===== src/chd_pkg.sv =====
// chd_pkg: shared types and constants of the canonical Huffman decoder.
// No dependencies.
`timescale 1ns / 1ps

package chd_pkg;

    localparam int MODE_W      = 2;
    localparam int SYM_FIELD_W = 9;
    localparam int LEN_FIELD_W = 4;
    localparam int BITS_W      = 5;
    localparam int CODE_W      = 16;
    localparam int KIND_W      = 2;

    typedef enum logic [MODE_W-1:0] {
        MODE_CLEAR = 2'd0,
        MODE_LOAD  = 2'd1,
        MODE_BUILD = 2'd2,
        MODE_BIT   = 2'd3
    } t_mode;

    typedef enum logic [KIND_W-1:0] {
        KIND_SYMBOL   = 2'd0,
        KIND_NO_MATCH = 2'd1,
        KIND_BUILD_OK = 2'd2,
        KIND_BUILD_OV = 2'd3
    } t_kind;

endpackage


===== src/chd_length_store.sv =====
// chd_length_store: per-symbol code length memory, one write and one
// registered read per cycle. Depends on chd_pkg.
`timescale 1ns / 1ps

module chd_length_store #(
    parameter int DEPTH = 288,
    parameter int AW    = 9
) (
    input  logic                           i_clk,
    input  logic                           i_we,
    input  logic [AW-1:0]                  i_waddr,
    input  logic [chd_pkg::LEN_FIELD_W-1:0] i_wdata,
    input  logic [AW-1:0]                  i_raddr,
    output logic [chd_pkg::LEN_FIELD_W-1:0] o_rdata
);

    logic [chd_pkg::LEN_FIELD_W-1:0] r_mem [DEPTH];
    logic [chd_pkg::LEN_FIELD_W-1:0] r_rdata;

    always_ff @(posedge i_clk) begin
        if (i_we) begin
            r_mem[i_waddr] <= i_wdata;
        end
        r_rdata <= r_mem[i_raddr];
    end

    assign o_rdata = r_rdata;

endmodule


===== src/chd_sorted_table.sv =====
// chd_sorted_table: symbols ordered by code length then index, filled by
// the build pass and read by decode. Depends on chd_pkg.
`timescale 1ns / 1ps

module chd_sorted_table #(
    parameter int DEPTH = 288,
    parameter int AW    = 9
) (
    input  logic                           i_clk,
    input  logic                           i_we,
    input  logic [AW-1:0]                  i_waddr,
    input  logic [chd_pkg::SYM_FIELD_W-1:0] i_wdata,
    input  logic [AW-1:0]                  i_raddr,
    output logic [chd_pkg::SYM_FIELD_W-1:0] o_rdata
);

    logic [chd_pkg::SYM_FIELD_W-1:0] r_mem [DEPTH];
    logic [chd_pkg::SYM_FIELD_W-1:0] r_rdata;

    always_ff @(posedge i_clk) begin
        if (i_we) begin
            r_mem[i_waddr] <= i_wdata;
        end
        r_rdata <= r_mem[i_raddr];
    end

    assign o_rdata = r_rdata;

endmodule


===== src/canonical_huffman_decoder.sv =====
// canonical_huffman_decoder: top level, command sequencer, build passes and
// bit decoder. Depends on chd_pkg, chd_length_store, chd_sorted_table.
//
// Loads per-symbol code lengths, builds a canonical (deflate style) code and
// decodes one stream bit per beat, MSB of a code first. A decode bit that
// matches passes through the S_DEC state, since the symbol comes from the
// sorted-symbol memory, whose read port is registered. A build runs a count
// pass and a sort pass, each walking the length memory once, one symbol per
// cycle, and between them the S_CODES state steps through the code lengths.
// A clear, and reset, run a sweep that zeroes the length memory; no beat is
// accepted during it. A finished result waits in an output register; no new
// beat is taken until that result leaves, at the earliest in the same cycle.
`timescale 1ns / 1ps

module canonical_huffman_decoder #(
    parameter int MAX_SYMBOLS  = 288,
    parameter int MAX_LEN      = 15,
    parameter int DECODE_LIMIT = 16
) (
    input  logic                            i_clk,
    input  logic                            i_rst_n,
    input  logic                            i_in_valid,
    output logic                            o_in_ready,
    input  logic [chd_pkg::MODE_W-1:0]      i_mode,
    input  logic [chd_pkg::SYM_FIELD_W-1:0] i_symbol_index,
    input  logic [chd_pkg::LEN_FIELD_W-1:0] i_code_length,
    input  logic                            i_bit_in,
    output logic                            o_out_valid,
    input  logic                            i_out_ready,
    output logic [chd_pkg::KIND_W-1:0]      o_kind,
    output logic [chd_pkg::SYM_FIELD_W-1:0] o_symbol,
    output logic [chd_pkg::BITS_W-1:0]      o_bits_used
);

    localparam int SYM_W  = $clog2(MAX_SYMBOLS);
    localparam int CNT_W  = $clog2(MAX_SYMBOLS + 1);
    localparam int LEN_IW = $clog2(MAX_LEN + 1);
    localparam int NLEN   = MAX_LEN + 1;
    localparam int CW     = chd_pkg::CODE_W;

    typedef enum logic [2:0] {
        S_IDLE, S_CLEAR, S_CNT, S_CODES, S_SORT, S_DEC
    } t_state;

    t_state r_state;

    logic [CNT_W-1:0]  r_s;      // walk counter
    logic              r_pv;     // read data pending from length memory
    logic [SYM_W-1:0]  r_ps;     // symbol of the pending read
    logic [LEN_IW-1:0] r_len;
    logic [CW-1:0]     r_code;
    logic [CNT_W-1:0]  r_idx;
    logic [17:0]       r_left;
    logic              r_over;

    logic [CNT_W-1:0]  r_counts   [NLEN];
    logic [CW-1:0]     r_first    [NLEN];
    logic [CNT_W-1:0]  r_findex   [NLEN];
    logic [CNT_W-1:0]  r_place    [NLEN];

    logic [CW-1:0]     r_acc;
    logic [chd_pkg::BITS_W-1:0] r_bc;

    logic              r_dec_ok;
    logic [chd_pkg::BITS_W-1:0] r_dec_len;

    logic              r_out_valid;
    logic [chd_pkg::KIND_W-1:0]      r_kind;
    logic [chd_pkg::SYM_FIELD_W-1:0] r_sym;
    logic [chd_pkg::BITS_W-1:0]      r_bits;

    // memory ports
    logic                            len_we;
    logic [SYM_W-1:0]                len_waddr;
    logic [chd_pkg::LEN_FIELD_W-1:0] len_wdata;
    logic [SYM_W-1:0]                len_raddr;
    logic [chd_pkg::LEN_FIELD_W-1:0] len_rdata;
    logic                            srt_we;
    logic [SYM_W-1:0]                srt_waddr;
    logic [SYM_W-1:0]                srt_raddr;
    logic [chd_pkg::SYM_FIELD_W-1:0] srt_rdata;

    logic accept;
    logic out_free;
    logic res_set;
    chd_pkg::t_mode mode;

    // length read back during a walk
    logic              pend_used;
    logic [LEN_IW-1:0] pend_l;

    // code length table step
    logic [CNT_W-1:0]  cnt_prev;
    logic [CNT_W-1:0]  cnt_cur;
    logic [CW-1:0]     code_sum;
    logic [CW-1:0]     n_code;
    logic [19:0]       n_left;

    // decode step
    logic [CW-1:0]     n_acc;
    logic [chd_pkg::BITS_W-1:0] n_bc;
    logic              in_len;
    logic [LEN_IW-1:0] d_idx;
    logic [CW-1:0]     d_first;
    logic [CW-1:0]     d_diff;
    logic              d_hit;
    logic [CW:0]       d_p;
    logic              d_p_ok;

    assign mode     = chd_pkg::t_mode'(i_mode);
    assign out_free = !r_out_valid || i_out_ready;
    assign o_in_ready = (r_state == S_IDLE) && out_free;
    assign accept   = i_in_valid && o_in_ready;

    assign pend_used = (len_rdata != '0) && (32'(len_rdata) <= MAX_LEN);
    assign pend_l    = pend_used ? LEN_IW'(len_rdata) : '0;

    assign cnt_prev = r_counts[r_len - 1'b1];
    assign cnt_cur  = r_counts[r_len];
    assign code_sum = r_code + CW'(cnt_prev);
    assign n_code   = {code_sum[CW-2:0], 1'b0};
    assign n_left   = {1'b0, r_left, 1'b0} - 20'(cnt_cur);

    assign n_acc   = {r_acc[CW-2:0], i_bit_in};
    assign n_bc    = r_bc + 1'b1;
    assign in_len  = 32'(n_bc) <= MAX_LEN;
    assign d_idx   = in_len ? LEN_IW'(n_bc) : '0;
    assign d_first = r_first[d_idx];
    assign d_diff  = n_acc - d_first;
    assign d_hit   = in_len && (n_acc >= d_first) && (d_diff < CW'(r_counts[d_idx]));
    assign d_p     = (CW+1)'(r_findex[d_idx]) + (CW+1)'(d_diff);
    assign d_p_ok  = 32'(d_p) < MAX_SYMBOLS;

    // a result enters the output register this cycle
    assign res_set = (r_state == S_DEC)
                     || ((r_state == S_SORT) && (32'(r_s) == MAX_SYMBOLS) && !r_pv)
                     || (accept && mode == chd_pkg::MODE_BIT && !d_hit
                         && (32'(n_bc) >= DECODE_LIMIT));

    always_comb begin
        len_we    = 1'b0;
        len_waddr = SYM_W'(i_symbol_index);
        len_wdata = i_code_length;
        if (r_state == S_CLEAR) begin
            len_we    = 1'b1;
            len_waddr = r_s[SYM_W-1:0];
            len_wdata = '0;
        end else if (accept && mode == chd_pkg::MODE_LOAD
                     && 32'(i_symbol_index) < MAX_SYMBOLS) begin
            len_we = 1'b1;
        end
    end

    assign len_raddr = r_s[SYM_W-1:0];

    assign srt_we    = (r_state == S_SORT) && r_pv && pend_used
                       && (32'(r_place[pend_l]) < MAX_SYMBOLS);
    assign srt_waddr = r_place[pend_l][SYM_W-1:0];
    assign srt_raddr = d_p[SYM_W-1:0];

    chd_length_store #(.DEPTH(MAX_SYMBOLS), .AW(SYM_W)) u_len (
        .i_clk   (i_clk),
        .i_we    (len_we),
        .i_waddr (len_waddr),
        .i_wdata (len_wdata),
        .i_raddr (len_raddr),
        .o_rdata (len_rdata)
    );

    chd_sorted_table #(.DEPTH(MAX_SYMBOLS), .AW(SYM_W)) u_srt (
        .i_clk   (i_clk),
        .i_we    (srt_we),
        .i_waddr (srt_waddr),
        .i_wdata (chd_pkg::SYM_FIELD_W'(r_ps)),
        .i_raddr (srt_raddr),
        .o_rdata (srt_rdata)
    );

    always_ff @(posedge i_clk) begin
        if (!i_rst_n) begin
            r_state     <= S_CLEAR;
            r_s         <= '0;
            r_pv        <= 1'b0;
            r_acc       <= '0;
            r_bc        <= '0;
            r_out_valid <= 1'b0;
            r_over      <= 1'b0;
            for (int i = 0; i < NLEN; i++) begin
                r_counts[i] <= '0;
                r_first[i]  <= '0;
                r_findex[i] <= '0;
            end
        end else begin
            if (res_set) begin
                r_out_valid <= 1'b1;
            end else if (r_out_valid && i_out_ready) begin
                r_out_valid <= 1'b0;
            end
            unique case (r_state)
                S_IDLE: begin
                    if (accept) begin
                        unique case (mode)
                            chd_pkg::MODE_CLEAR: begin
                                for (int i = 0; i < NLEN; i++) begin
                                    r_counts[i] <= '0;
                                end
                                r_acc   <= '0;
                                r_bc    <= '0;
                                r_s     <= '0;
                                r_state <= S_CLEAR;
                            end
                            chd_pkg::MODE_LOAD: begin
                            end
                            chd_pkg::MODE_BUILD: begin
                                for (int i = 0; i < NLEN; i++) begin
                                    r_counts[i] <= '0;
                                end
                                r_first[0]  <= '0;
                                r_findex[0] <= '0;
                                r_s     <= '0;
                                r_pv    <= 1'b0;
                                r_code  <= '0;
                                r_idx   <= '0;
                                r_left  <= 18'd1;
                                r_over  <= 1'b0;
                                r_state <= S_CNT;
                            end
                            chd_pkg::MODE_BIT: begin
                                if (d_hit) begin
                                    r_dec_ok  <= d_p_ok;
                                    r_dec_len <= n_bc;
                                    r_acc     <= '0;
                                    r_bc      <= '0;
                                    r_state   <= S_DEC;
                                end else if (32'(n_bc) >= DECODE_LIMIT) begin
                                    r_kind      <= chd_pkg::KIND_NO_MATCH;
                                    r_sym       <= '0;
                                    r_bits      <= n_bc;
                                    r_acc       <= '0;
                                    r_bc        <= '0;
                                end else begin
                                    r_acc <= n_acc;
                                    r_bc  <= n_bc;
                                end
                            end
                            default: begin
                            end
                        endcase
                    end
                end
                S_CLEAR: begin
                    if (32'(r_s) == MAX_SYMBOLS - 1) begin
                        r_state <= S_IDLE;
                    end
                    r_s <= r_s + 1'b1;
                end
                S_CNT, S_SORT: begin
                    if (32'(r_s) < MAX_SYMBOLS) begin
                        r_s  <= r_s + 1'b1;
                        r_ps <= r_s[SYM_W-1:0];
                        r_pv <= 1'b1;
                    end else begin
                        r_pv <= 1'b0;
                    end
                    if (r_pv && pend_used) begin
                        if (r_state == S_CNT) begin
                            r_counts[pend_l] <= r_counts[pend_l] + 1'b1;
                        end else begin
                            r_place[pend_l] <= r_place[pend_l] + 1'b1;
                        end
                    end
                    if (32'(r_s) == MAX_SYMBOLS && !r_pv) begin
                        if (r_state == S_CNT) begin
                            r_len   <= LEN_IW'(1);
                            r_state <= S_CODES;
                        end else begin
                            r_kind      <= r_over ? chd_pkg::KIND_BUILD_OV
                                                  : chd_pkg::KIND_BUILD_OK;
                            r_sym       <= '0;
                            r_bits      <= '0;
                            r_acc       <= '0;
                            r_bc        <= '0;
                            r_state     <= S_IDLE;
                        end
                    end
                end
                S_CODES: begin
                    r_first[r_len]  <= n_code;
                    r_findex[r_len] <= r_idx;
                    r_place[r_len]  <= r_idx;
                    r_code          <= n_code;
                    r_idx           <= r_idx + cnt_cur;
                    // once negative only the flag matters
                    if (n_left[19]) begin
                        r_over <= 1'b1;
                        r_left <= '0;
                    end else if (n_left > 20'd65536) begin
                        r_left <= 18'd65536;
                    end else begin
                        r_left <= n_left[17:0];
                    end
                    if (32'(r_len) == MAX_LEN) begin
                        r_s     <= '0;
                        r_pv    <= 1'b0;
                        r_state <= S_SORT;
                    end else begin
                        r_len <= r_len + 1'b1;
                    end
                end
                S_DEC: begin
                    r_kind      <= chd_pkg::KIND_SYMBOL;
                    r_sym       <= r_dec_ok ? srt_rdata : '0;
                    r_bits      <= r_dec_len;
                    r_state     <= S_IDLE;
                end
                default: begin
                    r_state <= S_IDLE;
                end
            endcase
        end
    end

    assign o_out_valid = r_out_valid;
    assign o_kind      = r_kind;
    assign o_symbol    = r_sym;
    assign o_bits_used = r_bits;

    // a matching bit shows its symbol after the S_DEC state has loaded the output register
    a_hit_result: assert property (@(posedge i_clk) disable iff (!i_rst_n)
        (accept && mode == chd_pkg::MODE_BIT && d_hit)
        |=> ##1 (o_out_valid && o_kind == chd_pkg::KIND_SYMBOL))
        else $error("decode hit did not produce a symbol");

    // the partial code never reaches the decode limit between beats
    a_bc_bound: assert property (@(posedge i_clk) disable iff (!i_rst_n)
        (r_state == S_IDLE) |-> (32'(r_bc) < DECODE_LIMIT))
        else $error("bit counter beyond limit");

    a_left_bound: assert property (@(posedge i_clk) disable iff (!i_rst_n)
        (r_state == S_CODES) |-> (r_left <= 18'd65536))
        else $error("code space tally out of range");

endmodule

===== config.mk =====
export PLATFORM = sky130hd
export DESIGN_NAME = canonical_huffman_decoder
export DESIGN_NICKNAME = d
export VERILOG_FILES = /design/src/chd_pkg.sv /design/src/chd_length_store.sv /design/src/chd_sorted_table.sv /design/src/canonical_huffman_decoder.sv
export SDC_FILE = /design/constraint.sdc
export NUM_CORES = 2
export LEC_CHECK = 0
export BUFFER_PORTS_ARGS = -buffer_cell sky130_fd_sc_hd__buf_2
export CAP_MARGIN = 20
export CELL_PAD_IN_SITES_DETAIL_PLACEMENT = 1
export CELL_PAD_IN_SITES_GLOBAL_PLACEMENT = 2
export CORE_ASPECT_RATIO = 1.5
export CORE_UTILIZATION = 45
export DETAILED_ROUTE_END_ITERATION = 6
export PLACE_DENSITY_LB_ADDON = 0.1
export SYNTH_ARGS = -nofsm -noshare
export SYNTH_HDL_FRONTEND = slang
export SYNTH_MEMORY_MAX_BITS = 65536
export SYNTH_SLANG_ARGS = --single-unit
export TNS_END_PERCENT = 50

===== constraint.sdc =====
create_clock -name i_clk -period 7.03 [get_ports i_clk]
set_input_delay 0.703 -clock i_clk [delete_from_list [all_inputs] [get_ports i_clk]]
set_output_delay 0.703 -clock i_clk [all_outputs]
set_load 0.01 [all_outputs]

==> results.py <==
metrics = {
    "outcome": {
        "status": "finished with violations",
        "failed_checks": "slew limit, setup timing",
    },
    "worst_hold_path": {
        "hp-start": "i_mode[1]",
        "worstHoldPathType": "in -> reg",
        "holdPathStages": 3,
        "hold_end": "r_state[2]$_SDFFE_PN0P_",
    },
    "floorplanning": {
        "io_pins": 38,
        "start_util_pct": 45.27,
        "rows": 287,
        "coreArea_um2": 407900,
        "die_x_um": 525.1,
        "dieArea_um2": 413000,
        "die_y_um": 786.6,
    },
    "layout": {
        "nets": 9979,
        "areaGrowthSynthToFinish_pct": 13.46,
        "final_area_um2": 209600,
        "final-instance-count-excl-fill": 15609,
        "final_cell_mix": "edfxtp_1 (4492), mux4_2 (1396), nor2_1 (1087)",
        "mostFrequentLayoutCell": "edfxtp_1",
        "drive_gt1_share_pct": 26.73,
        "fillers": 36200,
    },
    "synth": {
        "syn_area_um2": 184700,
        "synth_top_area_share_pct": 73.04,
        "synth.area.top_cells": "edfxtp_1 (73%), mux4_2 (17%), nor2_1 (2.2%)",
        "async_reset_ff_share_pct": 0,
        "synthXorXnorAreaFrac_pct": 0.3746,
        "synth_seq_cells": 4544,
        "yosysSeqAreaShare_pct": 73.60,
        "synth_top_family_by_area": "multiplexers",
        "synth_compound_area_share_pct": 1.448,
        "synthSimpleGateAreaFrac_pct": 5.128,
        "yosysTopAreaCell": "edfxtp_1",
        "synthAdderAreaFrac_pct": 0.5352,
        "synth_edf_count": 4492,
        "synth.distinct_cells": 79,
        "postSynthCellCount": 9401,
        "synth_warnings": 0,
        "synth_mux_area_share_pct": 17.63,
        "syn_avg_cell_area_um2": 19.65,
        "ys.flop_type": "edfxtp_1",
    },
    "placed_design": {
        "placed_cells": 14784,
        "dpl_worst_slack_ns": -0.2088,
        "dpl.hpwl_um": 345700,
        "placedInstanceArea_um2": 194900,
        "numPortBuffers": 37,
        "place_congestion": 0.8586,
    },
    "sta": {
        "fin_crit_sh_pct": 100.4,
        "final.setup.tns_ns": -0.02887,
        "setup_violations": 1,
        "slew_headroom_pct": -3.978,
        "hold_viol_final": 0,
        "rsz0062_at_grt": "true",
        "layout_setup_ws_ns": -0.02887,
        "fmax_mhz": 141.7,
        "tightest_slew_ns": 1.560,
        "post-route-min-period_ns": 7.059,
        "whs_ns": 0.1698,
        "fin_worst_skew_ns": 0.05805,
        "drv_slew": 57,
    },
    "critical_path": {
        "path_max_fanout": 25,
        "crit_arrival_ns": 7.97,
        "start_kind": "flop",
        "required_ns": 7.95,
        "end_kind": "flop",
        "rrSetupSlack_ns": -0.03,
        "r2r_end": "u_srt.o_rdata[8]$_DFF_P_",
        "r2r_start": "r_bc[1]$_SDFFE_PN0P_",
        "rr_worst_depth": 20,
        "crit_type": "reg -> reg",
    },
    "grt": {
        "met3_usage_pct": 2.842,
        "track_usage_pct": 25.79,
        "grt_first_pass_wirelength_um": 761500,
        "grt_busiest_layer": "met2",
        "gr-total-overflow": 0,
        "antenna_found_initial": 19,
        "grt_max_degree": 217,
        "grt_pass1_vias": 100621,
        "grtUsageMet2_pct": 47.41,
        "met1_usage_pct": 31.42,
    },
    "clock_tree": {
        "cts_tree": "yes",
        "clk_pin_slew_worst_paths_ns": 0.06,
        "cts_buffers": 429,
        "root_buffer": "clkbuf_16",
        "clock-sinks": 4544,
        "clock_path_buffers": 4,
        "clk_latency_ns": 1.03,
        "htreeDepth": 5,
    },
    "route": {
        "vias": 93464,
        "vias_per_cell": 5.988,
        "routed_wl_um": 534100,
        "first_pass_iters": 6,
        "drtIter0Drc": 7881,
        "ant_nets": 0,
        "wl_per_cell_um": 34.22,
        "drc": 0,
    },
    "power_and_ir_drop": {
        "peakVddDrop_uv": 570.7,
        "p_leak_nw": 67.07,
        "powerDensity_nw_per_um2": 338.2,
    },
    "run": {
        "maxCapViolations": 0,
    },
}
per-stage QoR:
stage | util (%) | power, W
after floorplan | - | 0.04037
after global placement | 47.76 | 0.04730
after detailed placement | 47.77 | 0.04752
after CTS | 51.32 | 0.07152
after global routing | 51.37 | 0.07285
final | 51.37 | 0.07088
cells by family (layout without fill, tap and decap cells):
family,after synthesis,after routing
simple gates,2208,2208
xor+xnor,79,79
compound gates,384,384
flops,4544,4544
other cells,1,19
mux,1499,1499
fa+ha+maj,76,76
buf+inv,610,1454
how the worst max path moves through the flow:
stage	startpoint	to	slack, ns
final	r_bc[1]$_SDFFE_PN0P_	u_srt.o_rdata[8]$_DFF_P_	-0.03
after global placement	r_bc[0]$_SDFFE_PN0P_	u_srt.o_rdata[6]$_DFF_P_	-0.32
after detailed placement	r_bc[1]$_SDFFE_PN0P_	u_srt.o_rdata[6]$_DFF_P_	-0.21
after CTS	r_bc[1]$_SDFFE_PN0P_	u_srt.o_rdata[6]$_DFF_P_	0.05
after floorplan	r_bc[0]$_SDFFE_PN0P_	u_srt.o_rdata[2]$_DFF_P_	0.27
after global routing	r_bc[1]$_SDFFE_PN0P_	u_srt.o_rdata[8]$_DFF_P_	-0.02
cells in the mapped netlist, drive strengths merged, types with 7 or more instances:
master / count
edfxtp: 4492
o22a: 8
dfxtp: 52
a32oi: 38
buf: 185
nand3: 150
o21ai: 65
nor2: 1095
inv: 47
mux4: 1401
nand3b: 9
o21bai: 10
nor2b: 22
a21oi: 68
and2: 190
clkbuf: 377
mux2i: 91
o22ai: 13
a22o: 25
mux2: 7
nand4: 44
a31oi: 35
a221oi: 12
a21o: 18
or3: 10
a211oi: 19
a22oi: 19
xor2: 36
nand2b: 14
xnor2: 43
nor3: 33
and3: 43
nand2: 577
ha: 71
worst max-delay path: stages, from the launching register on:
cell and delay (ns):
dfxtp_1 0.40, ha_1 0.27, a21boi_0 0.10, or4b_1 0.49
a32o_4 0.48, mux4_2 0.33, and2_1 0.17, a211oi_1 0.25
buf_4 0.18, a31oi_1 0.08, ha_4 0.22, fa_4 0.95
buf_12 0.22, buf_4 0.43, mux4_2 0.38, mux4_2 0.47
mux2i_1 0.31, buf_4 0.26, o22a_1 0.22, nand4_1 0.37
and3_1 0.29
sequential cells by signal, summed over array words and instances, names as in the netlist, 9 cells and up, named ones only:
name / cells
r_counts: 144
u_srt.o_rdata: 9
r_first: 240
u_len.r_mem: 1152
r_left: 18
o_symbol: 9
len_raddr: 9
r_place: 144
r_ps: 9
r_findex: 144
u_srt.r_mem: 2592
r_idx: 9
r_acc: 15
r_code: 14
final cells by class:
cell class / count / area, um^2 / share of cell area (%)
flip-flops and latches: 4544 / 136000 / 64.88
well taps: 5346 / 6689 / 3.192
clock inverters: 288 / 3301 / 1.575
clock buffers: 514 / 11190 / 5.339
repair buffers: 604 / 5468 / 2.609
multi-input cells: 4256 / 46750 / 22.31
inverters: 48 / 180.2 / 0.08598
diodes: 9 / 22.52 / 0.01075
repair_timing:
item | CTS | global route
setup endpoints to repair | 1 | 4
resized for setup | 1 | 4
hold buffers | 0 | 0
setup buffers | 0 | 0
pin swaps | 0 | 0
per-layer routing:
layer  part of all wire [%]  routed length [um]  vias up
met4                    3.8               20090        6
met5                 0.0071                  38        -
met3                    4.3               23170      731
met1                     38              201200    50976
li1                       -                   -    39109
met2                     54              289700     2642
where the power goes:
part	leakage [nW]	total [W]	internal [W]	switching, W
Combinational	17.8	0.0155	0.00598	0.00957
Sequential	42.3	0.0312	0.0309	0.000380
Clock	7.01	0.0241	0.0135	0.0106
Total	67.1	0.0709	0.0503	0.0205
Power figures use the tool's default switching activity.
